===== src/rtl/core/tslm_pkg.sv =====
// shared constants, command codes and control/status structs of the label merge block
// no dependencies
`timescale 1ns / 1ps

package tslm_pkg;

	localparam int DEF_MAX_LABELS = 8;
	localparam int DEF_KEY_BITS   = 16;
	localparam int DEF_POS_BITS   = 31;

	localparam int CMD_W      = 2;
	localparam int LIMIT_W    = 4;
	localparam int CFG_ADDR_W = 4;
	localparam int CFG_DATA_W = 4;

	localparam logic [CMD_W-1:0] CMD_PUSH_ACC = 2'd0;
	localparam logic [CMD_W-1:0] CMD_PUSH_NB  = 2'd1;
	localparam logic [CMD_W-1:0] CMD_MERGE    = 2'd2;
	localparam logic [CMD_W-1:0] CMD_READ     = 2'd3;

	localparam logic [CFG_ADDR_W-1:0] REG_LABEL_LIMIT = 4'd0;
	localparam logic [CFG_ADDR_W-1:0] REG_TIE_MODE    = 4'd1;

	localparam logic [LIMIT_W-1:0] LIMIT_RESET = 4'd5;

	typedef struct packed {
		logic push_acc;
		logic push_nb;
		logic merge_step;
		logic merge_finish;
		logic read_load;
	} tslm_ctl_t;

	typedef struct packed {
		logic merge_done;
		logic read_last;
		logic out_free;
	} tslm_stat_t;

endpackage


===== src/rtl/core/tslm_in_if.sv =====
// command channel: valid/ready with command and pushed entry
// depends on tslm_pkg
`timescale 1ns / 1ps

interface tslm_in_if #(
	parameter int KEY_BITS = tslm_pkg::DEF_KEY_BITS,
	parameter int POS_BITS = tslm_pkg::DEF_POS_BITS
);
	logic                         valid;
	logic                         ready;
	logic [tslm_pkg::CMD_W-1:0]   command;
	logic [KEY_BITS-1:0]          entry_key;
	logic [POS_BITS-1:0]          entry_position;

	modport source (output valid, command, entry_key, entry_position, input ready);
	modport sink   (input valid, command, entry_key, entry_position, output ready);
endinterface


===== src/rtl/core/tslm_out_if.sv =====
// result channel: valid/ready with one read-out accumulator entry
// depends on tslm_pkg
`timescale 1ns / 1ps

interface tslm_out_if #(
	parameter int KEY_BITS = tslm_pkg::DEF_KEY_BITS,
	parameter int POS_BITS = tslm_pkg::DEF_POS_BITS
);
	logic                valid;
	logic                ready;
	logic [KEY_BITS-1:0] out_key;
	logic [POS_BITS-1:0] out_position;
	logic                out_empty;
	logic                out_last;
	logic                overflow;

	modport source (output valid, out_key, out_position, out_empty, out_last, overflow,
		input ready);
	modport sink   (input valid, out_key, out_position, out_empty, out_last, overflow,
		output ready);
endinterface


===== src/rtl/core/tslm_cfg_if.sv =====
// configuration write channel: valid/ready with register index and data
// depends on tslm_pkg
`timescale 1ns / 1ps

interface tslm_cfg_if;
	logic                              valid;
	logic                              ready;
	logic [tslm_pkg::CFG_ADDR_W-1:0]   index;
	logic [tslm_pkg::CFG_DATA_W-1:0]   data;

	modport source (output valid, index, data, input ready);
	modport sink   (input valid, index, data, output ready);
endinterface


===== src/rtl/core/topk_sorted_label_merge.sv =====
// Bounded top-k merge of two sorted (key, position) label lists. A push of either list
// is taken and written in its accepting cycle. A merge keeps k entries, k being at most
// label_limit. After the accepting cycle, the walk takes one step per kept entry: it
// reads one entry of each list from its ram port, compares the keys and writes one
// merged entry into the idle accumulator bank. A last step swaps the banks. A read out
// gives, after its accepting cycle, one item per cycle from the accumulator read port
// (a single empty item for an empty accumulator), but stalls in every cycle in which
// the result side holds off while the output register is full.
// Configuration writes are taken in any cycle.
// depends on tslm_pkg, tslm_in_if, tslm_out_if, tslm_cfg_if, tslm_ctrl, tslm_dp
`timescale 1ns / 1ps

module topk_sorted_label_merge #(
	parameter int MAX_LABELS = tslm_pkg::DEF_MAX_LABELS,
	parameter int KEY_BITS   = tslm_pkg::DEF_KEY_BITS,
	parameter int POS_BITS   = tslm_pkg::DEF_POS_BITS
) (
	input  logic        clk,
	input  logic        arst_n,
	tslm_in_if.sink     req,
	tslm_out_if.source  rsp,
	tslm_cfg_if.sink    cfg
);
	import tslm_pkg::*;

	tslm_ctl_t  ctl;
	tslm_stat_t stat;

	tslm_ctrl u_ctrl (
		.clk    (clk),
		.arst_n (arst_n),
		.req    (req),
		.stat   (stat),
		.ctl    (ctl)
	);

	tslm_dp #(
		.MAX_LABELS (MAX_LABELS),
		.KEY_BITS   (KEY_BITS),
		.POS_BITS   (POS_BITS)
	) u_dp (
		.clk      (clk),
		.arst_n   (arst_n),
		.ctl      (ctl),
		.stat     (stat),
		.push_key (req.entry_key),
		.push_pos (req.entry_position),
		.cfg      (cfg),
		.rsp      (rsp)
	);

endmodule


===== src/rtl/core/tslm_ram.sv =====
// generic single-write, single-read ram with registered read data
// no dependencies
`timescale 1ns / 1ps

module tslm_ram #(
	parameter int WIDTH = 8,
	parameter int DEPTH = 8,
	localparam int AW = (DEPTH > 1) ? $clog2(DEPTH) : 1
) (
	input  logic             clk,
	input  logic             we,
	input  logic [AW-1:0]    waddr,
	input  logic [WIDTH-1:0] wdata,
	input  logic [AW-1:0]    raddr,
	output logic [WIDTH-1:0] rdata
);

	logic [WIDTH-1:0] mem_q [DEPTH];
	logic [WIDTH-1:0] rdata_q;

	always_ff @(posedge clk) begin
		if (we) begin
			mem_q[waddr] <= wdata;
		end
		rdata_q <= mem_q[raddr];
	end

	assign rdata = rdata_q;

endmodule


===== src/rtl/core/tslm_ctrl.sv =====
// controller state machine: command decode, merge walk and read-out sequencing
// depends on tslm_pkg, tslm_in_if
`timescale 1ns / 1ps

module tslm_ctrl (
	input  logic                 clk,
	input  logic                 arst_n,
	tslm_in_if.sink              req,
	input  tslm_pkg::tslm_stat_t stat,
	output tslm_pkg::tslm_ctl_t  ctl
);
	import tslm_pkg::*;

	localparam logic [1:0] S_IDLE  = 2'd0;
	localparam logic [1:0] S_MERGE = 2'd1;
	localparam logic [1:0] S_READ  = 2'd2;

	logic [1:0] state_q;
	logic [1:0] state_d;
	logic       accept;

	assign req.ready = (state_q == S_IDLE);
	assign accept    = req.valid && req.ready;

	always_comb begin
		state_d = state_q;
		ctl     = '0;
		case (state_q)
			S_IDLE: begin
				if (accept) begin
					case (req.command)
						CMD_PUSH_ACC: ctl.push_acc = 1'b1;
						CMD_PUSH_NB:  ctl.push_nb  = 1'b1;
						CMD_MERGE:    state_d      = S_MERGE;
						default:      state_d      = S_READ;
					endcase
				end
			end
			S_MERGE: begin
				if (stat.merge_done) begin
					ctl.merge_finish = 1'b1;
					state_d          = S_IDLE;
				end else begin
					ctl.merge_step = 1'b1;
				end
			end
			S_READ: begin
				if (stat.out_free) begin
					ctl.read_load = 1'b1;
					if (stat.read_last) begin
						state_d = S_IDLE;
					end
				end
			end
			default: state_d = S_IDLE;
		endcase
	end

	always_ff @(posedge clk or negedge arst_n) begin
		if (!arst_n) begin
			state_q <= S_IDLE;
		end else begin
			state_q <= state_d;
		end
	end

endmodule


===== src/rtl/core/tslm_dp.sv =====
// datapath: list rams, counts, merge compare/select, config registers, output register
// depends on tslm_pkg, tslm_ram, tslm_out_if, tslm_cfg_if
`timescale 1ns / 1ps

module tslm_dp #(
	parameter int MAX_LABELS = tslm_pkg::DEF_MAX_LABELS,
	parameter int KEY_BITS   = tslm_pkg::DEF_KEY_BITS,
	parameter int POS_BITS   = tslm_pkg::DEF_POS_BITS
) (
	input  logic                 clk,
	input  logic                 arst_n,
	input  tslm_pkg::tslm_ctl_t  ctl,
	output tslm_pkg::tslm_stat_t stat,
	input  logic [KEY_BITS-1:0]  push_key,
	input  logic [POS_BITS-1:0]  push_pos,
	tslm_cfg_if.sink             cfg,
	tslm_out_if.source           rsp
);
	import tslm_pkg::*;

	localparam int CNT_W = $clog2(MAX_LABELS + 1);
	localparam int IDX_W = (MAX_LABELS > 1) ? $clog2(MAX_LABELS) : 1;
	localparam int ENT_W = KEY_BITS + POS_BITS;
	localparam logic [CNT_W-1:0] CNT_MAX = CNT_W'(MAX_LABELS);
	localparam logic [CNT_W-1:0] CNT_ONE = CNT_W'(1);

	logic [LIMIT_W-1:0]  limit_q;
	logic                tie_q;
	logic [CNT_W-1:0]    acc_cnt_q;
	logic [CNT_W-1:0]    nb_cnt_q;
	logic                drop_q;
	logic                bank_q;
	logic [CNT_W-1:0]    a_q, b_q, n_q;
	logic [CNT_W-1:0]    a_d, b_d;
	logic [CNT_W-1:0]    limit_eff;

	logic                out_valid_q;
	logic [KEY_BITS-1:0] out_key_q;
	logic [POS_BITS-1:0] out_pos_q;
	logic                out_empty_q;
	logic                out_last_q;
	logic                out_ovf_q;

	logic [ENT_W-1:0]    acc_rd [2];
	logic [ENT_W-1:0]    nb_rd;
	logic [ENT_W-1:0]    cur_rd;
	logic [KEY_BITS-1:0] ka, kb;
	logic [POS_BITS-1:0] pa, pb, tie_pos;
	logic                a_end, b_end, take_a, take_b;
	logic [ENT_W-1:0]    merged;
	logic [ENT_W-1:0]    acc_wdata;
	logic [IDX_W-1:0]    acc_waddr;
	logic                acc_push_ok, nb_push_ok;
	logic                acc_we [2];
	logic                acc_empty;

	// limit saturates at list capacity
	always_comb begin
		if (int'(limit_q) > MAX_LABELS) begin
			limit_eff = CNT_MAX;
		end else begin
			limit_eff = CNT_W'(limit_q);
		end
	end

	assign cur_rd = bank_q ? acc_rd[1] : acc_rd[0];
	assign ka     = cur_rd[ENT_W-1:POS_BITS];
	assign pa     = cur_rd[POS_BITS-1:0];
	assign kb     = nb_rd[ENT_W-1:POS_BITS];
	assign pb     = nb_rd[POS_BITS-1:0];

	assign a_end  = (a_q == acc_cnt_q);
	assign b_end  = (b_q == nb_cnt_q);
	assign take_a = b_end || (!a_end && (ka < kb));
	assign take_b = !take_a && (a_end || (ka > kb));

	always_comb begin
		if (tie_q) begin
			tie_pos = (pa <= pb) ? pa : pb;
		end else begin
			tie_pos = (pa >= pb) ? pa : pb;
		end
		if (take_a) begin
			merged = {ka, pa};
		end else if (take_b) begin
			merged = {kb, pb};
		end else begin
			merged = {ka, tie_pos};
		end
	end

	assign acc_empty = (acc_cnt_q == '0);
	assign stat.merge_done = (a_end && b_end) || (n_q == limit_eff);
	assign stat.read_last  = acc_empty || ((a_q + CNT_ONE) == acc_cnt_q);
	assign stat.out_free   = !out_valid_q || rsp.ready;

	assign acc_push_ok = ctl.push_acc && (acc_cnt_q != CNT_MAX);
	assign nb_push_ok  = ctl.push_nb && (nb_cnt_q != CNT_MAX);

	// merge writes the idle bank, pushes write the live bank
	assign acc_wdata = ctl.merge_step ? merged : {push_key, push_pos};
	assign acc_waddr = ctl.merge_step ? n_q[IDX_W-1:0] : acc_cnt_q[IDX_W-1:0];
	assign acc_we[0] = (acc_push_ok && !bank_q) || (ctl.merge_step && bank_q);
	assign acc_we[1] = (acc_push_ok && bank_q) || (ctl.merge_step && !bank_q);

	// read pointers lead the ram address so read data follows the pointer
	always_comb begin
		a_d = a_q;
		b_d = b_q;
		if (ctl.merge_step) begin
			if (!take_b) begin
				a_d = a_q + CNT_ONE;
			end
			if (!take_a) begin
				b_d = b_q + CNT_ONE;
			end
		end else if (ctl.merge_finish) begin
			a_d = '0;
			b_d = '0;
		end else if (ctl.read_load) begin
			a_d = stat.read_last ? '0 : (a_q + CNT_ONE);
		end
	end

	for (genvar g = 0; g < 2; g++) begin : g_acc
		tslm_ram #(.WIDTH(ENT_W), .DEPTH(MAX_LABELS)) u_acc_ram (
			.clk   (clk),
			.we    (acc_we[g]),
			.waddr (acc_waddr),
			.wdata (acc_wdata),
			.raddr (a_d[IDX_W-1:0]),
			.rdata (acc_rd[g])
		);
	end

	tslm_ram #(.WIDTH(ENT_W), .DEPTH(MAX_LABELS)) u_nb_ram (
		.clk   (clk),
		.we    (nb_push_ok),
		.waddr (nb_cnt_q[IDX_W-1:0]),
		.wdata ({push_key, push_pos}),
		.raddr (b_d[IDX_W-1:0]),
		.rdata (nb_rd)
	);

	assign cfg.ready = 1'b1;

	always_ff @(posedge clk or negedge arst_n) begin
		if (!arst_n) begin
			limit_q     <= LIMIT_RESET;
			tie_q       <= 1'b0;
			acc_cnt_q   <= '0;
			nb_cnt_q    <= '0;
			drop_q      <= 1'b0;
			bank_q      <= 1'b0;
			a_q         <= '0;
			b_q         <= '0;
			n_q         <= '0;
			out_valid_q <= 1'b0;
		end else begin
			if (cfg.valid && (cfg.index == REG_LABEL_LIMIT)) begin
				limit_q <= cfg.data[LIMIT_W-1:0];
			end
			if (cfg.valid && (cfg.index == REG_TIE_MODE)) begin
				tie_q <= cfg.data[0];
			end
			a_q <= a_d;
			b_q <= b_d;
			if (ctl.push_acc) begin
				if (acc_push_ok) begin
					acc_cnt_q <= acc_cnt_q + CNT_ONE;
				end else begin
					drop_q <= 1'b1;
				end
			end
			if (ctl.push_nb) begin
				if (nb_push_ok) begin
					nb_cnt_q <= nb_cnt_q + CNT_ONE;
				end else begin
					drop_q <= 1'b1;
				end
			end
			if (ctl.merge_step) begin
				n_q <= n_q + CNT_ONE;
			end
			if (ctl.merge_finish) begin
				acc_cnt_q <= n_q;
				nb_cnt_q  <= '0;
				bank_q    <= ~bank_q;
				n_q       <= '0;
			end
			if (ctl.read_load) begin
				out_valid_q <= 1'b1;
				if (stat.read_last) begin
					acc_cnt_q <= '0;
					drop_q    <= 1'b0;
				end
			end else if (rsp.ready) begin
				out_valid_q <= 1'b0;
			end
		end
	end

	// output payload
	always_ff @(posedge clk) begin
		if (ctl.read_load) begin
			out_key_q   <= acc_empty ? '0 : ka;
			out_pos_q   <= acc_empty ? '0 : pa;
			out_empty_q <= acc_empty;
			out_last_q  <= stat.read_last;
			out_ovf_q   <= drop_q;
		end
	end

	assign rsp.valid        = out_valid_q;
	assign rsp.out_key      = out_key_q;
	assign rsp.out_position = out_pos_q;
	assign rsp.out_empty    = out_empty_q;
	assign rsp.out_last     = out_last_q;
	assign rsp.overflow     = out_ovf_q;

endmodule

===== src/flat_wrapper.sv =====
// flat-port wrapper written by rule: the top's interface ports become plain ports
module topk_sorted_label_merge_flat import tslm_pkg::*;
#(
	parameter int MAX_LABELS = tslm_pkg::DEF_MAX_LABELS,
	parameter int KEY_BITS   = tslm_pkg::DEF_KEY_BITS,
	parameter int POS_BITS   = tslm_pkg::DEF_POS_BITS
)
  (clk, arst_n, req_valid, req_command, req_entry_key, req_entry_position, req_ready, rsp_valid, rsp_out_key, rsp_out_position, rsp_out_empty, rsp_out_last, rsp_overflow, rsp_ready, cfg_valid, cfg_index, cfg_data, cfg_ready);
  tslm_in_if #(.KEY_BITS(KEY_BITS), .POS_BITS(POS_BITS)) req_i ();
  tslm_out_if #(.KEY_BITS(KEY_BITS), .POS_BITS(POS_BITS)) rsp_i ();
  tslm_cfg_if cfg_i ();
  input  logic clk;
  input  logic arst_n;
  input wire logic [$bits(req_i.valid)-1:0] req_valid;
  input wire logic [$bits(req_i.command)-1:0] req_command;
  input wire logic [$bits(req_i.entry_key)-1:0] req_entry_key;
  input wire logic [$bits(req_i.entry_position)-1:0] req_entry_position;
  output wire logic [$bits(req_i.ready)-1:0] req_ready;
  output wire logic [$bits(rsp_i.valid)-1:0] rsp_valid;
  output wire logic [$bits(rsp_i.out_key)-1:0] rsp_out_key;
  output wire logic [$bits(rsp_i.out_position)-1:0] rsp_out_position;
  output wire logic [$bits(rsp_i.out_empty)-1:0] rsp_out_empty;
  output wire logic [$bits(rsp_i.out_last)-1:0] rsp_out_last;
  output wire logic [$bits(rsp_i.overflow)-1:0] rsp_overflow;
  input wire logic [$bits(rsp_i.ready)-1:0] rsp_ready;
  input wire logic [$bits(cfg_i.valid)-1:0] cfg_valid;
  input wire logic [$bits(cfg_i.index)-1:0] cfg_index;
  input wire logic [$bits(cfg_i.data)-1:0] cfg_data;
  output wire logic [$bits(cfg_i.ready)-1:0] cfg_ready;
  assign req_i.valid = req_valid;
  assign req_i.command = req_command;
  assign req_i.entry_key = req_entry_key;
  assign req_i.entry_position = req_entry_position;
  assign req_ready = req_i.ready;
  assign rsp_valid = rsp_i.valid;
  assign rsp_out_key = rsp_i.out_key;
  assign rsp_out_position = rsp_i.out_position;
  assign rsp_out_empty = rsp_i.out_empty;
  assign rsp_out_last = rsp_i.out_last;
  assign rsp_overflow = rsp_i.overflow;
  assign rsp_i.ready = rsp_ready;
  assign cfg_i.valid = cfg_valid;
  assign cfg_i.index = cfg_index;
  assign cfg_i.data = cfg_data;
  assign cfg_ready = cfg_i.ready;
  topk_sorted_label_merge #(.MAX_LABELS(MAX_LABELS), .KEY_BITS(KEY_BITS), .POS_BITS(POS_BITS)) u_core (.clk(clk), .arst_n(arst_n), .req(req_i), .rsp(rsp_i), .cfg(cfg_i));
endmodule

===== config.mk =====
export PLATFORM = sky130hd
export DESIGN_NAME = topk_sorted_label_merge_flat
export DESIGN_NICKNAME = d
export VERILOG_FILES = /design/src/rtl/core/tslm_pkg.sv /design/src/rtl/core/tslm_in_if.sv /design/src/rtl/core/tslm_out_if.sv /design/src/rtl/core/tslm_cfg_if.sv /design/src/rtl/core/topk_sorted_label_merge.sv /design/src/rtl/core/tslm_ram.sv /design/src/rtl/core/tslm_ctrl.sv /design/src/rtl/core/tslm_dp.sv /design/src/flat_wrapper.sv
export SDC_FILE = /design/constraint.sdc
export NUM_CORES = 2
export LEC_CHECK = 0
export BUFFER_PORTS_ARGS = -buffer_cell sky130_fd_sc_hd__buf_4
export CAP_MARGIN = 20
export CORE_ASPECT_RATIO = 0.5
export CORE_MARGIN = 5
export CORE_UTILIZATION = 50
export CTS_CLUSTER_DIAMETER = 80
export DETAILED_ROUTE_END_ITERATION = 6
export HOLD_SLACK_MARGIN = 0.05
export PLACE_DENSITY = 0.67
export SKIP_CTS_REPAIR_TIMING = 1
export SLEW_MARGIN = 20
export SYNTH_ARGS = -nofsm -noshare
export SYNTH_HDL_FRONTEND = slang
export SYNTH_SLANG_ARGS = --single-unit
export TNS_END_PERCENT = 20

===== constraint.sdc =====
create_clock -name clk -period 12 [get_ports clk]
set_input_delay 1.8 -clock clk [delete_from_list [all_inputs] [get_ports clk]]
set_output_delay 1.8 -clock clk [all_outputs]
set_load 0.02 [all_outputs]

# Yosys cells after proc, flatten, opt, wreduce, memory -nomap -nowiden
# Memories as Yosys holds them, arrays and structs flattened. A register that Yosys moved wholly into a read port is not among the register bits.
# Cells that the tools add are included.
[totals] ff_bits=80 n_memories=3 elab_cells=143 mem_bits_rw=1128 latch_bits=0 output_inout_bits=53 romBits=0
[mem_list] memory="u_core.u_dp.g_acc[0].u_acc_ram.mem_q" words=8 word_bits=47 rd=1 rd_ports_with_merged_regs=1 write_ports=1 line="tslm_ram.sv:18" text="logic [WIDTH-1:0] mem_q [DEPTH];"
[mem_list] memory="u_core.u_dp.g_acc[1].u_acc_ram.mem_q" words=8 word_bits=47 rd=1 rd_ports_with_merged_regs=1 write_ports=1 line="tslm_ram.sv:18"
[mem_list] memory="u_core.u_dp.u_nb_ram.mem_q" words=8 word_bits=47 rd=1 rd_ports_with_merged_regs=1 write_ports=1 line="tslm_ram.sv:18"
[op_classes] n_lt_le_gt_ge=5 n_bitwise=1 n_shift=0 multipliers=0 mux=56 n_addsub=5 n_div=0 n_reduce_logical=37 eq_ne=18
[ops] cell="47-bit two-way mux" n=4
[ops] cell="31-bit two-way mux" n=3
[ops] cell="4-bit two-way mux" n=19
[ops] cell="31-bit greater-or-equal comparator" n=1
[ops] cell="31-bit <= comparator" n=1
[ops] cell="4-bit by 1-bit adder with 4-bit output (second input constant)" n=5
[ops] cell="1-bit two-way mux" n=20
[ops] cell="4-bit equality test" n=4
[ops] cell="16-bit > comparator" n=1
[ops] cell="16-bit less-than comparator" n=1
[ops] cell="2-bit two-way mux" n=7
[ops] cell="1-bit logical AND" n=12
[ops] cell="4-bit zero test" n=2
[ops] cell="2-bit inequality test (second input constant)" n=4
[ops] cell="4-bit inequality test (second input constant)" n=2
[ops] cell="2-bit nonzero test" n=4
[ops] cell="1-bit logical OR" n=7
[ops] cell="2-bit by 1-bit inequality test with 1-bit output (second input constant)" n=3
[ops] cell="2-bit one-hot mux with 3 select lines" n=1
[ops] cell="2-bit AND reduction" n=3
[ops] cell="5-bit AND reduction" n=1
[ops] cell="2-bit by 1-bit equality test with 1-bit output (second input constant)" n=2
[ops] cell="2-bit equality test (second input constant)" n=2
[ops] cell="4-bit by 1-bit equality test with 1-bit output (second input constant)" n=1
[ops] cell="other kinds (8)" n=12

# Depth between registers and ports, before layout
[logic_depth] ltp_word=11 mapped_depth=18 ltp_nobuf=13

# Modules after synthesis
# A second synthesis with hierarchy kept.
[unflattened] hier_cells=2498 area_unflattened_um2=51783.4
[modules_own_cells] mod="tslm_ram" instances=3 area_per_inst_um2=15099.5 cells_each=603
[modules_own_cells] mod="tslm_dp" instances=1 area_per_inst_um2=6341.1 cells_each=676
[modules_own_cells] mod="tslm_ctrl" instances=1 area_per_inst_um2=143.9 cells_each=13

# Worst setup path after synthesis
# No wires, ideal clock.
[synth_timing] path_type="in2reg" startpoint="input port req_command[1]" endpoint="memory u_core.u_dp.u_nb_ram.mem_q[0][0] (netlist name) (enable)" setup_time_ns=0.570 path_stages=3 arrival_ns=7.193 slack_ns=4.237 required_ns=11.430 cell_sequence="nor4b_1 > nand3_1 > nor4_1"
[synth_between] elab_chain_cells=7
[synth_lines] item="start: declaration" line="flat_wrapper.sv:15" text="input wire logic [$bits(req_i.command)-1:0] req_command;"
[synth_lines] item="2-bit by 1-bit equality test with 1-bit output" line="tslm_ctrl.sv:31" text="case (req.command)"
[synth_lines] item="1-bit two-way mux" line="tslm_ctrl.sv:31"
[synth_lines] item="2-bit two-way mux" line="tslm_ctrl.sv:30" text="if (accept) begin"
[synth_lines] item="2-bit two-way mux" line="tslm_ctrl.sv:28" text="case (state_q)"
[synth_lines] item="1-bit logical AND" line="tslm_dp.sv:98" text="assign nb_push_ok = ctl.push_nb && (nb_cnt_q != CNT_MAX);"
[synth_lines] item="1-bit two-way mux" line="tslm_ram.sv:22" text="if (we) begin"
[synth_lines] item="1-bit two-way mux (implied by the code)" line="tslm_ram.sv:23" text="mem_q[waddr] <= wdata;"
[synth_lines] item="end: declaration" line="tslm_ram.sv:18"
# No other way between the ends.

# Worst setup path in the final report
[layout_timing] startpoint="register u_core.u_dp.bank_q" endpoint="register u_core.u_dp.g_acc[0].u_acc_ram.rdata_q[13] (read register of u_core.u_dp.g_acc[0].u_acc_ram.mem_q)"
[layout_between] elab_chain_cells=8 word_cells_on_any_way=10 classes_between="2 x order compare; 3 x mux; 5 x reduce/logical"
[layout_lines] item="start: declaration" line="tslm_dp.sv:32" text="logic bank_q;"
[layout_lines] item="start signal: assignment" line="tslm_dp.sv:188" text="bank_q <= ~bank_q;"
[layout_lines] item="47-bit two-way mux *" line="tslm_dp.sv:66" text="assign cur_rd = bank_q ? acc_rd[1] : acc_rd[0];"
[layout_lines] item="via u_core.u_dp.cur_rd[46]" line="tslm_dp.sv:46" text="logic [ENT_W-1:0] cur_rd;"
[layout_lines] item="16-bit less-than comparator" line="tslm_dp.sv:74" text="assign take_a = b_end || (!a_end && (ka < kb));"
[layout_lines] item="1-bit logical AND" line="tslm_dp.sv:74"
[layout_lines] item="1-bit logical OR" line="tslm_dp.sv:74"
[layout_lines] item="1-bit zero test"
[layout_lines] item="1-bit logical AND *" line="tslm_dp.sv:75" text="assign take_b = !take_a && (a_end || (ka > kb));"
[layout_lines] item="4-bit two-way mux *" line="tslm_dp.sv:111" text="if (!take_b) begin"
[layout_lines] item="4-bit two-way mux *" line="tslm_dp.sv:110" text="if (ctl.merge_step) begin"
[layout_lines] item="end: declaration" line="tslm_ram.sv:19" text="logic [WIDTH-1:0] rdata_q;"
# Mark *: on every way through the listed nets, which the timed path passes. The rest lies on a longest branch. The select of a mux whose other input is x is not followed.
# A chain may end at the register's enable or synchronous reset.

==> reports/metrics.yaml <==
fin_skew_ps: 39.20
stdcell_count: 4985
multi_input_area_um2: 14290
ys_top_cells_by_area: "edfxtp_1, mux2i_1, dfxtp_1"
worstSetupStartpoint: "u_core.u_dp.bank_q$_DFFE_PN0P_"
design_area_um2: 61020
syn-num-nets: 3406
synth_cell_types: 72
min_period_ps: 6661
synth.most_common_cell: "edfxtp_1"
io_buffers: 113
cp_data_required_time_ps: 12560
hold_violations: 0
r2r-start: "u_core.u_dp.bank_q$_DFFE_PN0P_"
setup_violations: 0
clk_pin_slew_ps: 70
num_vias: 29360
syn_inst: 3290
drive_gt1_share_pct: 20.60
worstSetupEndpointType: "flip-flop"
num_rows: 85
via_per_inst: 5.890
min-delay-path-class: "flip-flop to flip-flop"
clock_path_buffers: 3
synth_async_sr_flop_share_pct: 2.224
tightest_slew_ps: 1131
synth_top_cell_by_area: "edfxtp_1"
p_leak_uw: 0.02128
hpwl_um: 71310
cts_tree: "done"
ios: 115
htreeDepth: 3
setup_tns_ps: 0
ys.flop_type: "edfxtp_1"
post-route-util_pct: 56.64
synth_top_area_share_pct: 65.11
fillers: 8173
status: "completed"
rsz0062_at_grt: "false"
slowest_stage: "buf_4"
slew_violations: 0
grt_pass1_vias: 28430
netlist_top_cells_count: "edfxtp_1, mux2i_1, mux2_2, dfxtp_1, nor2_1"
hp-start: "u_core.u_ctrl.state_q[0]$_DFFE_PN0P_"
timing.hold.ws_ps: 541.8
cp-start-kind: "flip-flop"
register_area_um2: 38950
post_dp_cell_area_um2: 57130
cap_viol_max_count: 0
cts.sinks: 1349
fp.coreArea_um2: 107700
die_y_um: 243.1
die_w_um: 476.2
grt_max_degree: 141
grtUsageTotal_pct: 22.08
worstPathBufferInverterCount: 3
drtIter0Drc: 2761
period_share_pct: 55.51
synth_area_per_cell_um2: 16.51
critical_path_class: "flip-flop to flip-flop"
wl_um: 130400
crit_fanout: 103
nNetsFinal: 3557
fmax_mhz: 150.1
root_buffer: "clkbuf_16"
first_pass_iters: 7
synth-seq-cells: 1349
area_growth_pct: 12.32
ys_warn_count: 0
relSlewSlack_pct: 24.63
cts_buffers: 116
synthesis.area_um2: 54330
critPathArrivalTime_ps: 7220
synth-edff-count: 1178
dp_cells: 4758
ys_seq_area_share_pct: 71.70
p_per_area_nw_per_um2: 288.7
overflow: 0
peakVddDrop_mv: 0.4740
drcViolationCount: 0
clk_latency_ps: 740
dieArea_um2: 115700
cp_top_family: "buffers and inverters"
start_util_pct: 50.43
antenna_found_initial: 8
gp_congestion: 0.8377
wl_per_cell_um: 26.15
grt_pass1_wl_um: 189800
ant_nets: 0
max_stage_delay_ps: 870
path_cells: "mux2i_1, inv_1, ha_1, nand4_1, a2111o_1, a41oi_4, and2_4, a311oi_4, inv_8, buf_4, mux2_2, o2bb2ai_1, a211oi_1"
-- worst paths after layout --
check	cells past startpoint	slack (ps)	end
min in group asynchronous	1	1000	u_core.u_dp.rsp.valid$_DFFE_PN0P_
hold reg to reg	1	540	u_core.u_ctrl.state_q[1]$_DFFE_PN0P_
hold / removal	1	540	u_core.u_ctrl.state_q[1]$_DFFE_PN0P_
setup / recovery	13	5340	u_core.u_dp.g_acc[0].u_acc_ram.rdata[13]$_DFF_P_
setup reg to reg	13	5340	u_core.u_dp.g_acc[0].u_acc_ram.rdata[13]$_DFF_P_
max in group asynchronous	1	10630	u_core.u_dp.limit_q[0]$_DFFE_PN1P_
-- report_power, final --
part	internal (uW)	switching, uW
Clock	2090	1690
Sequential	6350	451
Combinational	2510	4520
Total	11000	6660
-- cell families (layout without fill, tap and decap cells) --
logic type | after synthesis | after routing | share of synthesized area, %
xor+xnor | 20 | 20 | 0.3224
fa+ha+maj | 54 | 54 | 1.244
buf+inv | 295 | 548 | 2.506
compound gates | 505 | 505 | 7.911
mux | 665 | 665 | 12.59
simple gates | 401 | 401 | 3.729
flops | 1349 | 1349 | 71.70
other cells | 1 | 8 | 0.006903
-- registers in the layout, summed over array words and instances (netlist names), 16 cells and up --
name	count
u_core.u_dp.g_acc.u_acc_ram.mem_q	752
u_core.u_dp.rsp.out_key	16
u_core.u_dp.g_acc.u_acc_ram.rdata	94
u_core.u_dp.u_nb_ram.rdata	47
u_core.u_dp.rsp.out_position	31
u_core.u_dp.u_nb_ram.mem_q	376
-- worst register-to-register path: stages, from the launching register on --
cell and delay [ps]:
dfrtp_4 810, mux2i_1 730, inv_1 110, ha_1 330, nand4_1 200, a2111o_1 500
a41oi_4 330, and2_4 860, a311oi_4 320, inv_8 600, buf_4 990, mux2_2 490
o2bb2ai_1 160, a211oi_1 80
-- layout make-up --
type                    instances  area share, %
repair buffers                221          2.766
inverters                     107         0.6705
clock inverters                68          1.056
well taps                    1435          2.942
multi-input cells            1646          23.42
diodes                          7        0.02871
flip-flops and latches       1349          63.84
clock buffers                 152          5.278
-- cells in the final DEF (no fill, tap or decap), types with 6 or more instances in the layout --
master     synthesis  routed
o21ai_1            2       7
ha_1              54      54
dfrtp_1           28      27
clkinv_1           0      14
a211oi_2         122     122
nor2_4             1      22
a21o_1            14      14
clkbuf_1          78      20
o21ai_0           68      62
diode_2            0       7
nor2_1           131     111
dfxtp_1          141     141
nand4_1           13      13
xor2_1            10      10
clkbuf_8           0      14
buf_4             13     218
clkinv_2           0      32
nand2_1           41      41
mux2i_1          520     520
a31oi_1           36      36
and2_1            98      97
nor3_1            70      66
bufinv_16          0       9
nand3_1            9       9
a211oi_1         102     102
edfxtp_1        1178    1178
xnor2_1           10      10
o2bb2ai_1         93      93
a21oi_1           37      36
clkbuf_16          0     118
inv_1            105     104
nor2b_1            6       6
mux2_2           144     144
-- through the flow --
| stage | total power (uW) | worst slack, ps |
|---|---|---|
| floorplan | 11660 | 4237 |
| global placement | 13720 | 5618 |
| detailed placement | 13880 | 5500 |
| CTS | 17640 | 5462 |
| global route | 18480 | 5098 |
| finish | 17610 | 5339 |
-- per-layer routing --
| layer | track usage (%) | part of all wire [%] | up-vias |
|---|---|---|---|
| met2 | 32.40 | 43 | 1032 |
| met1 | 34.01 | 46 | 15130 |
| met4 | 5.086 | 1.9 | 2 |
| met5 | 0 | 0.010 | - |
| met3 | 4.530 | 8.5 | 150 |
| li1 | - | - | 13050 |
Power figures use the tool's default switching activity.
